`config.mk`:
```
export PLATFORM = sky130hd
export DESIGN_NAME = bfhp_mod
export DESIGN_NICKNAME = d
export VERILOG_FILES = /design/src/bfhp_pkg.sv /design/src/bfhp_mod.sv
export SDC_FILE = /design/constraint.sdc
export NUM_CORES = 1
export LEC_CHECK = 0
export ABC_AREA = 1
export BUFFER_PORTS_ARGS = -buffer_cell sky130_fd_sc_hd__buf_4
export CAP_MARGIN = 5
export CORE_AREA = 2 2 118 120
export DETAILED_ROUTE_END_ITERATION = 16
export DIE_AREA = 0 0 120 122
export PLACE_DENSITY = 0.48
export SLEW_MARGIN = 5
export SYNTH_ARGS = -nofsm -noshare
export SYNTH_HDL_FRONTEND = slang
export SYNTH_SLANG_ARGS = --single-unit
```
`constraint.sdc`:
```
create_clock -name clk -period 0.8 [get_ports clk]
set_input_delay 0 -clock clk [delete_from_list [all_inputs] [get_ports clk]]
set_output_delay 0 -clock clk [all_outputs]
set_load 0.02 [all_outputs]
```
`src/bfhp_pkg.sv`:
```
`timescale 1ns / 1ps
`default_nettype none
// ----------------------------------------------------------------------------
// bfhp_pkg: shared types and constants
// Item structs, request codes, filter commands and hash constants for the
// Bloom filter hit predictor.
// ----------------------------------------------------------------------------
package bfhp_pkg;

  localparam int NUM_HASH   = 4;
  localparam int CFG_IDX_W  = 1;
  localparam int CFG_DATA_W = 20;
  localparam int COUNT_W    = 21;

  // request codes
  localparam logic [1:0] REQ_PREDICT = 2'd0;
  localparam logic [1:0] REQ_UPDATE  = 2'd1;
  localparam logic [1:0] REQ_CLEAR   = 2'd2;

  // configuration register indexes
  localparam logic [CFG_IDX_W-1:0] CFG_ENABLE      = 1'b0;
  localparam logic [CFG_IDX_W-1:0] CFG_MAX_ENTRIES = 1'b1;

  // hash constants
  localparam logic [63:0] MIX_A_XOR = 64'h0000_0000_dead_beef;
  localparam logic [63:0] MIX_B_XOR = 64'd61;
  localparam logic [63:0] MIX_C_XOR = 64'h0000_0000_00c0_ffee;
  localparam logic [63:0] MIX_D_XOR = 64'h0000_0000_dead_cafe;
  // lane 0 has no multiply
  localparam logic [31:0] MIX_MUL [NUM_HASH] = '{32'd0, 32'h27d4_eb2d,
                                                  32'h05a1_7d2d, 32'h6d2b_79a5};
  localparam int MIX_SHR [NUM_HASH] = '{13, 15, 17, 14};

  typedef logic [NUM_HASH-1:0][63:0] hash_vec_t;

  typedef struct packed {
    logic [1:0]  req_type;
    logic [63:0] address;
    logic        actual_hit;
  } in_item_t;

  typedef struct packed {
    logic present;
    logic was_cleared;
  } out_item_t;

  typedef enum logic [1:0] {
    FOP_NONE,
    FOP_LOOKUP,
    FOP_INSERT,
    FOP_CLEAR
  } filt_op_t;

  typedef struct packed {
    logic busy;
    logic done;
    logic present;
  } filt_stat_t;

endpackage : bfhp_pkg
`default_nettype wire

```
`src/bfhp_mod.sv`:
```
`timescale 1ns / 1ps
`default_nettype none
// ----------------------------------------------------------------------------
// bfhp_mod: hash to bit position reduction
// Power-of-two size: registered low bits. Otherwise a four-lane restoring
// remainder unit, four bits a cycle.
// ----------------------------------------------------------------------------
module bfhp_mod
  import bfhp_pkg::*;
#(
  parameter  int FILTER_BITS = 4096,
  localparam int PW          = $clog2(FILTER_BITS)
) (
  input  logic                       clk,
  input  logic                       rst_n,
  input  logic                       start,
  input  hash_vec_t                  hash_i,
  output logic                       done,
  output logic [NUM_HASH-1:0][PW-1:0] pos
);

  localparam bit IS_POW2 = (FILTER_BITS & (FILTER_BITS - 1)) == 0;

  generate
    if (IS_POW2) begin : g_mask
      logic                        done_r;
      logic [NUM_HASH-1:0][PW-1:0] pos_r;

      always_ff @(posedge clk) begin
        if (!rst_n) begin
          done_r <= 1'b0;
        end else begin
          done_r <= start;
        end
      end

      always_ff @(posedge clk) begin
        if (start) begin
          for (int l = 0; l < NUM_HASH; l++) begin
            pos_r[l] <= hash_i[l][PW-1:0];
          end
        end
      end

      assign done = done_r;
      assign pos  = pos_r;
    end else begin : g_div
      localparam int DIGIT_BITS = 4;
      localparam int STEPS      = 64 / DIGIT_BITS;
      localparam int CW         = $clog2(STEPS);
      localparam logic [PW:0]   N_EXT = (PW + 1)'(FILTER_BITS);
      localparam logic [CW-1:0] LAST  = CW'(STEPS - 1);

      hash_vec_t                   sh_r;
      logic [NUM_HASH-1:0][PW-1:0] rem_r, rem_nxt;
      logic [CW-1:0]               cnt_r;
      logic                        run_r;
      logic                        done_r;

      always_comb begin : rem_step
        logic [PW:0]   t;
        logic [PW-1:0] acc;
        for (int l = 0; l < NUM_HASH; l++) begin
          acc = rem_r[l];
          for (int d = 0; d < DIGIT_BITS; d++) begin
            t = {acc, sh_r[l][63-d]};
            if (t >= N_EXT) begin
              t = t - N_EXT;
            end
            acc = t[PW-1:0];
          end
          rem_nxt[l] = acc;
        end
      end

      always_ff @(posedge clk) begin
        if (!rst_n) begin
          run_r  <= 1'b0;
          done_r <= 1'b0;
          cnt_r  <= '0;
        end else begin
          done_r <= 1'b0;
          if (start) begin
            run_r <= 1'b1;
            cnt_r <= '0;
          end else if (run_r) begin
            cnt_r <= cnt_r + 1'b1;
            if (cnt_r == LAST) begin
              run_r  <= 1'b0;
              done_r <= 1'b1;
            end
          end
        end
      end

      always_ff @(posedge clk) begin
        if (start) begin
          sh_r  <= hash_i;
          rem_r <= '0;
        end else if (run_r) begin
          for (int l = 0; l < NUM_HASH; l++) begin
            sh_r[l] <= sh_r[l] << DIGIT_BITS;
          end
          rem_r <= rem_nxt;
        end
      end

      assign done = done_r;
      assign pos  = rem_r;
    end
  endgenerate

endmodule : bfhp_mod
`default_nettype wire

```
---- After elaboration in Yosys (flattened, before gate mapping) ----
Index checks and enable logic that the tools add are counted.
storage, ports and cells
  register bits after elaboration ......... 49
  input bits .............................. 259
  output and inout bits ................... 49
  word-level logic and storage cells ...... 5

---- Depth between registers and ports, before layout ----
Gate-level depths: netlist of the first run.
  word-level depth ........................ 0
  mapped depth ............................ 2
  gate-level depth less buffers ........... 2

---- Worst setup path after synthesis of the first run ----
No wires, ideal clock.
  path kind ............................... register to output
  from .................................... reg g_mask.pos_r (netlist bit pos[0])
  to ...................................... out pos[0] in the netlist's numbering
  arrival ................................. 0.449 ns
  required time ........................... 0.800 ns
  slack ................................... 0.351 ns
  stages on the path, launching flop included .. 1
  buffers on the path ..................... 0
  cells stage by stage .................... edfxtp_1
RTL lines
  element                          line            RTL
  start, declared                  bfhp_mod.sv:27  logic [NUM_HASH-1:0][PW-1:0] pos_r;
  start signal, assigned by index  bfhp_mod.sv:40  pos_r[l] <= hash_i[l][PW-1:0];
  end, declared                    bfhp_mod.sv:19  output logic [NUM_HASH-1:0][PW-1:0] pos
No word-level cell between the ends.

---- Worst setup path after layout of the first run ----
  from .................................... reg g_mask.pos_r (netlist bit pos[18])
  to ...................................... out pos[18] in the netlist's numbering
No word-level cell between the ends.

==> results of run 1 <==
## layer usage
layer  track usage  up-vias  share of wire
met5             0        -              0
met4        0.0199        0         0.0092
met3        0.0548        4           0.15
met2         0.114       64           0.45
met1        0.0890      525           0.39
li1              -      514              -
## report_power, final
group	internal (W)	switching [W]	total, W
registers	0.00305	0.0000974	0.00315
clock network	0.00113	0.000851	0.00198
logic	0.000667	0.000497	0.00116
## sequential cells by signal (all words and copies together), names as in the netlist
| signal | count |
|---|---|
| done | 1 |
| pos | 48 |
## layout make-up
type / count / area [sq um]
tap: 180 / 225
multi-input combinational: 1 / 3.75
clock inverter: 3 / 12.5
clock buffer: 5 / 125
timing repair buffer: 150 / 1440
fill: 1389 / 10200
sequential: 49 / 1460
inverter: 1 / 3.75
## final timing paths
check / to / cells after the start
max: pos[18] / 1
min: pos[16] / 2
## placed cells by master, fill, tap and decap left out
cell,synthesis,routed
inv_1,1,1
clkinv_1,0,2
dlygate4sd3_1,0,49
edfxtp_1,48,48
dfxtp_1,1,1
clkinv_2,0,1
buf_12,0,2
buf_6,0,45
clkbuf_16,0,5
nand2_1,1,1
buf_4,0,54
## timing repair
item                                   CTS  global route
gates cloned                             0             0
setup endpoints to repair               48            48
hold buffers                            49             0
resized for setup                       45             0
endpoints found under the hold margin   49             0
## cell families after synthesis
kind of cell / count (synthesis) / share of synthesized area
DFF: 49 / 0.995
buffers and inverters: 1 / 0.00255
and+or+nand+nor: 1 / 0.00255
## metrics by stage
stage | worst slack, ns | std cells | setup TNS, ns | hold WS (ns)
final | -0.0639 | 389 | -0.943 | 0.143
after global routing | -0.0978 | 389 | -2.60 | 0.154
after CTS | -0.0932 | 389 | -1.75 | 0.140
after detailed placement | 0.172 | 332 | 0 | 0.179
after global placement | 0.175 | 332 | 0 | 0.178
after floorplan | 0.351 | 51 | 0 | 0.0935
==> out/metrics.cfg, run 1 <==
[outcome]
outcome = finished with violations
violations = negative setup slack

[synth]
synthArstFlopShare = 0
syn_avg_cell_area_sq_um = 28.8
synth_cells = 51
synth-edff-count = 48
synth.most_common_cell = edfxtp_1
yosysTopAreaCell = edfxtp_1
yosys-top-cells-area = edfxtp_1 (98%), dfxtp_1 (1.4%), inv_1 (0.26%)
seq_area_frac_synth = 0.995
synthTopCellsByCount = edfxtp_1 (48), dfxtp_1 (1), inv_1 (1), nand2_1 (1)
synth.cell_area_sq_mm = 0.00147
synth_seq_cells = 49
ys_types = 4
synth_fp_nets = 310
synthFlopType = edfxtp_1
ys_warn_count = 0
yosysTopAreaCellShare = 0.981

[setup_path]
end_kind = output pin
worstPathCellList = buf_6
cp_num_buf_inv = 1
crit_type = register to output pin
crit_slowest_cell = edfxtp_1
cp.arrival_ns = 0.86
start_kind = register
path_delay_family = flip-flops
crit_path_max_fanout = 1
required_ns = 0.80
slowest_delay_ns = 0.42
startpoint = pos[18]

[timing]
setup_viol = 43
fmax_ghz = 1.16
slew_viol_final = 0
rsz0062_at_grt = true
setup_ws_ns = -0.0639
slew_headroom = 0.895
period_share = 1.08
fin_crit_ns = 0.864
worstMarginPinSlew_ns = 0.158
hold_viol = 0

[floorplanning]
initial_core_util = 0.109
core_area_sq_mm = 0.0135
ios = 308
fp.dieH_um = 122
fp-row-count = 43
dieArea_sq_mm = 0.0146
die-width_um = 120

[cts]
cts_tree = built
clockBufferDepth = 2
cts-htree-levels = 2
cts_setup_buffers = 0
numCtsBuffers = 5
clkTransAtPathRegs_ns = 0.06
root_buffer = clkbuf_16
cts.sinks = 49

[drt]
route.detailed.drc = 0
dr.pass1.iters = 3
drt-total-wl_mm = 5.44
drt-initial-drc-count = 26
vias_per_cell = 2.85
wl_per_cell_um = 14.0
num_vias = 1107
drtAntennaViolNets = 0

[final_layout]
diodes = 0
final_core_util = 0.242
layout.nets = 467
layout-drive-gt1-share = 0.512
finalInstanceArea_sq_mm = 0.00327
areaGrowthSynthToFinish_pct = 123

[power]
peakVddDrop_uv = 938
power_density_mw_per_mm2 = 1920
p_leak_nw = 1.31
fin_total_pwr_w = 0.00629

[placement]
gp_congestion = 0.647
place_area_sq_mm = 0.00248
port_buffers = 99

[run]
maxCapViolations = 0

[global_routing]
grt_pass1_wl_mm = 7.91
grt_pass1_vias = 1295
overflow = 0
antenna_found_initial = 0
grt_max_degree = 28
gr-usage-all-layers = 0.0767

[worst_hold_path]
min-delay-start = start
hold_path_class = primary input to register

(Power assumes the default switching activity.)
==> inputs of run 2 (changes only) <==
==> config.mk (replaced) <==
export PLATFORM = sky130hd
export DESIGN_NAME = bfhp_mod
export DESIGN_NICKNAME = d
export VERILOG_FILES = /design/src/bfhp_pkg.sv /design/src/bfhp_mod.sv
export SDC_FILE = /design/constraint.sdc
export NUM_CORES = 1
export LEC_CHECK = 0
export CAP_MARGIN = 5
export CORE_AREA = 2 2 120 122
export DETAILED_ROUTE_END_ITERATION = 16
export DIE_AREA = 0 0 122 124
export DONT_BUFFER_PORTS = 1
export PLACE_DENSITY = 0.3
export SLEW_MARGIN = 5
export SYNTH_ARGS = -nofsm -noshare
export SYNTH_HDL_FRONTEND = slang
export SYNTH_SLANG_ARGS = --single-unit
==> run 2 against run 1 <==
The run ends with negative hold slack, negative setup slack left. Clock power up 7%. Sequential cell count did not move. Global-route usage shrank 2.2 points. Cell count is 26% lower. Combinational power down 83%. Sequential share of layout area rose by 18 points. Non-clock buffer count fell by 101. Die area grew 3.3%. Maximum frequency is 5.4% higher. First-iteration DRC count shrank 23%. Cell area shrank 29%. Via count down 33%.
==> out/metrics.cfg, run 2 <==
[cts]
clkTransAtPathRegs_ns = 0.06  ; about the same
cts_setup_buffers = 0  ; unchanged
cts.sinks = 49  ; unchanged
clockBufferDepth = 2  ; unchanged
numCtsBuffers = 5  ; unchanged
postCtsHoldBufs = 49  ; unchanged
cts_tree = built
cts-resized-gates = 0  ; -100%
cts-htree-levels = 2  ; unchanged
root_buffer = clkbuf_16

[drt]
vias_per_cell = 2.57  ; -9.8%
drt-initial-drc-count = 20  ; -23%
drt-total-wl_mm = 4.05  ; -26%
wl_per_cell_um = 14.1  ; +0.49%
drtAntennaViolNets = 0  ; unchanged
num_vias = 739  ; -33%
route.detailed.drc = 0  ; unchanged
dr.pass1.iters = 4  ; +1

[placement]
dp_cells = 230  ; -31%
gp_congestion = 0.615  ; -4.9%
port_buffers = 0  ; -100%

[floorplanning]
die-width_um = 122  ; +1.7%
core_area_sq_mm = 0.0137  ; +1.6%
fp.dieH_um = 124  ; +1.6%
ios = 308  ; unchanged
fp-row-count = 43  ; unchanged
dieArea_sq_mm = 0.0151  ; +3.3%
initial_core_util = 0.107  ; -0.00180

[synth]
synthTopCellsByCount = edfxtp_1 (48), and2_1 (1), dfxtp_1 (1)
synthArstFlopShare = 0  ; unchanged
synthFlopType = edfxtp_1
yosys-top-cells-area = edfxtp_1 (98%), dfxtp_1 (1.4%), and2_1 (0.43%)
syn_avg_cell_area_sq_um = 29.4  ; +1.9%
yosysTopAreaCell = edfxtp_1
synth_seq_cells = 49  ; unchanged
synth.cell_area_sq_mm = 0.00147  ; about the same
synth.most_common_cell = edfxtp_1
ys_warn_count = 0  ; unchanged
ys_types = 3  ; -1
seq_area_frac_synth = 0.996  ; about the same
synth_fp_nets = 309  ; -0.32%
yosysTopAreaCellShare = 0.982  ; about the same
synth_cells = 50  ; -2.0%
synth-edff-count = 48  ; unchanged

[outcome]
violations = negative hold slack, negative setup slack
outcome = finished with violations

[setup_path]
crit_type = register to output pin
cp.arrival_ns = 0.82  ; -0.04 ns
start_kind = register
crit_path_max_fanout = 1  ; unchanged
required_ns = 0.80  ; about the same
end_kind = output pin

[power]
peakVddDrop_uv = 889  ; -5.2%
fin_total_pwr_w = 0.00573  ; -9.0%
p_leak_nw = 0.762  ; -42%
power_density_mw_per_mm2 = 2450  ; +27%

[global_routing]
overflow = 0  ; unchanged
antenna_found_initial = 1  ; +1
grt_max_degree = 50  ; +79%
grt_pass1_wl_mm = 5.51  ; -30%
gr-usage-all-layers = 0.0552  ; -0.0215
grt_pass1_vias = 823  ; -36%

[timing]
fin_setup_tns_ns = -0.0452  ; +0.898 ns
slew_headroom = 0.795  ; -0.0997
fin_crit_ns = 0.820  ; -0.0439 ns
hold_ws_ns = -0.174  ; -0.317 ns
period_share = 1.03  ; -0.0548
hold_viol = 49  ; +49
rsz0062_at_grt = true
setup_viol = 4  ; -91%
fmax_ghz = 1.22  ; +5.4%
slew_viol_final = 0  ; unchanged
worstMarginPinSlew_ns = 0.309  ; +0.150 ns
setup_ws_ns = -0.0201  ; +0.0439 ns

[worst_hold_path]
hold_path_class = primary input to register

[final_layout]
layout-drive-gt1-share = 0.0748  ; -0.437
layout.nets = 365  ; -22%
largest_reg_flops = 48  ; unchanged
areaGrowthSynthToFinish_pct = 59.3
layout_common_cells = dlygate4sd3_1 (49), edfxtp_1 (48), clkbuf_16 (5)
fin_cells = 288  ; -26%
final_common_cell = dlygate4sd3_1
final_core_util = 0.170  ; -0.0720

[run]
maxCapViolations = 0  ; unchanged

-- run 2: changes by cell type after synthesis, sizes merged --
cell,change
nand2,-1
and2,+1
inv,-1
-- run 2: kinds of logic (layout without fill, tap and decap cells) --
family,after synthesis,in the layout,synth area share
DFF,49,49,0.996
and+or+nand+nor,1,1,0.00427
buffers and inverters,0,57,0
other,0,1,0
-- run 2: per-layer routing --
layer / GRT usage / part of all wire / wire [um]
met2: 0.0545 / 0.32 / 1310
met4: 0.0259 / 0.020 / 82
met5: 0 / 0 / 0
met3: 0.0701 / 0.24 / 991
met1: 0.0627 / 0.41 / 1660
-- run 2: final cells by class --
type | count | area [sq um]
Fill cell | 1473 | 11400
Sequential cell | 49 | 1460
Timing Repair Buffer | 49 | 490
Tap cell | 180 | 225
Clock buffer | 6 | 139
Clock inverter | 2 | 13.8
Multi-Input combinational cell | 1 | 6.26
Antenna cell | 1 | 2.50
-- run 2: path summary, 6_finish.rpt --
path	slack, ns	cells after the start	end	from
max	-0.02	0	pos[28]	pos[28]
min	-0.17	0	pos[10]	start
-- run 2: per-stage QoR --
step	instance area [sq um]	worst slack [ns]
2_1_floorplan	1470	0.351
3_3_place_gp	1690	0.290
3_5_place_dp	1690	0.297
4_1_cts	2340	-0.0291
5_1_grt	2340	-0.0458
6_report	2340	-0.0201
-- run 2: repair_timing --
action	in CTS	in global routing
endpoints found under the setup margin	13	29
pin swaps	0	0
hold endpoints to repair	97	49
cloned	0	0
-- run 2: power by group --
group	total, W	switching, W	internal, W
Sequential	0.00342	0.000360	0.00306
Clock	0.00211	0.000864	0.00124
Combinational	0.000200	0.0000397	0.000160
Total	0.00573	0.00126	0.00446
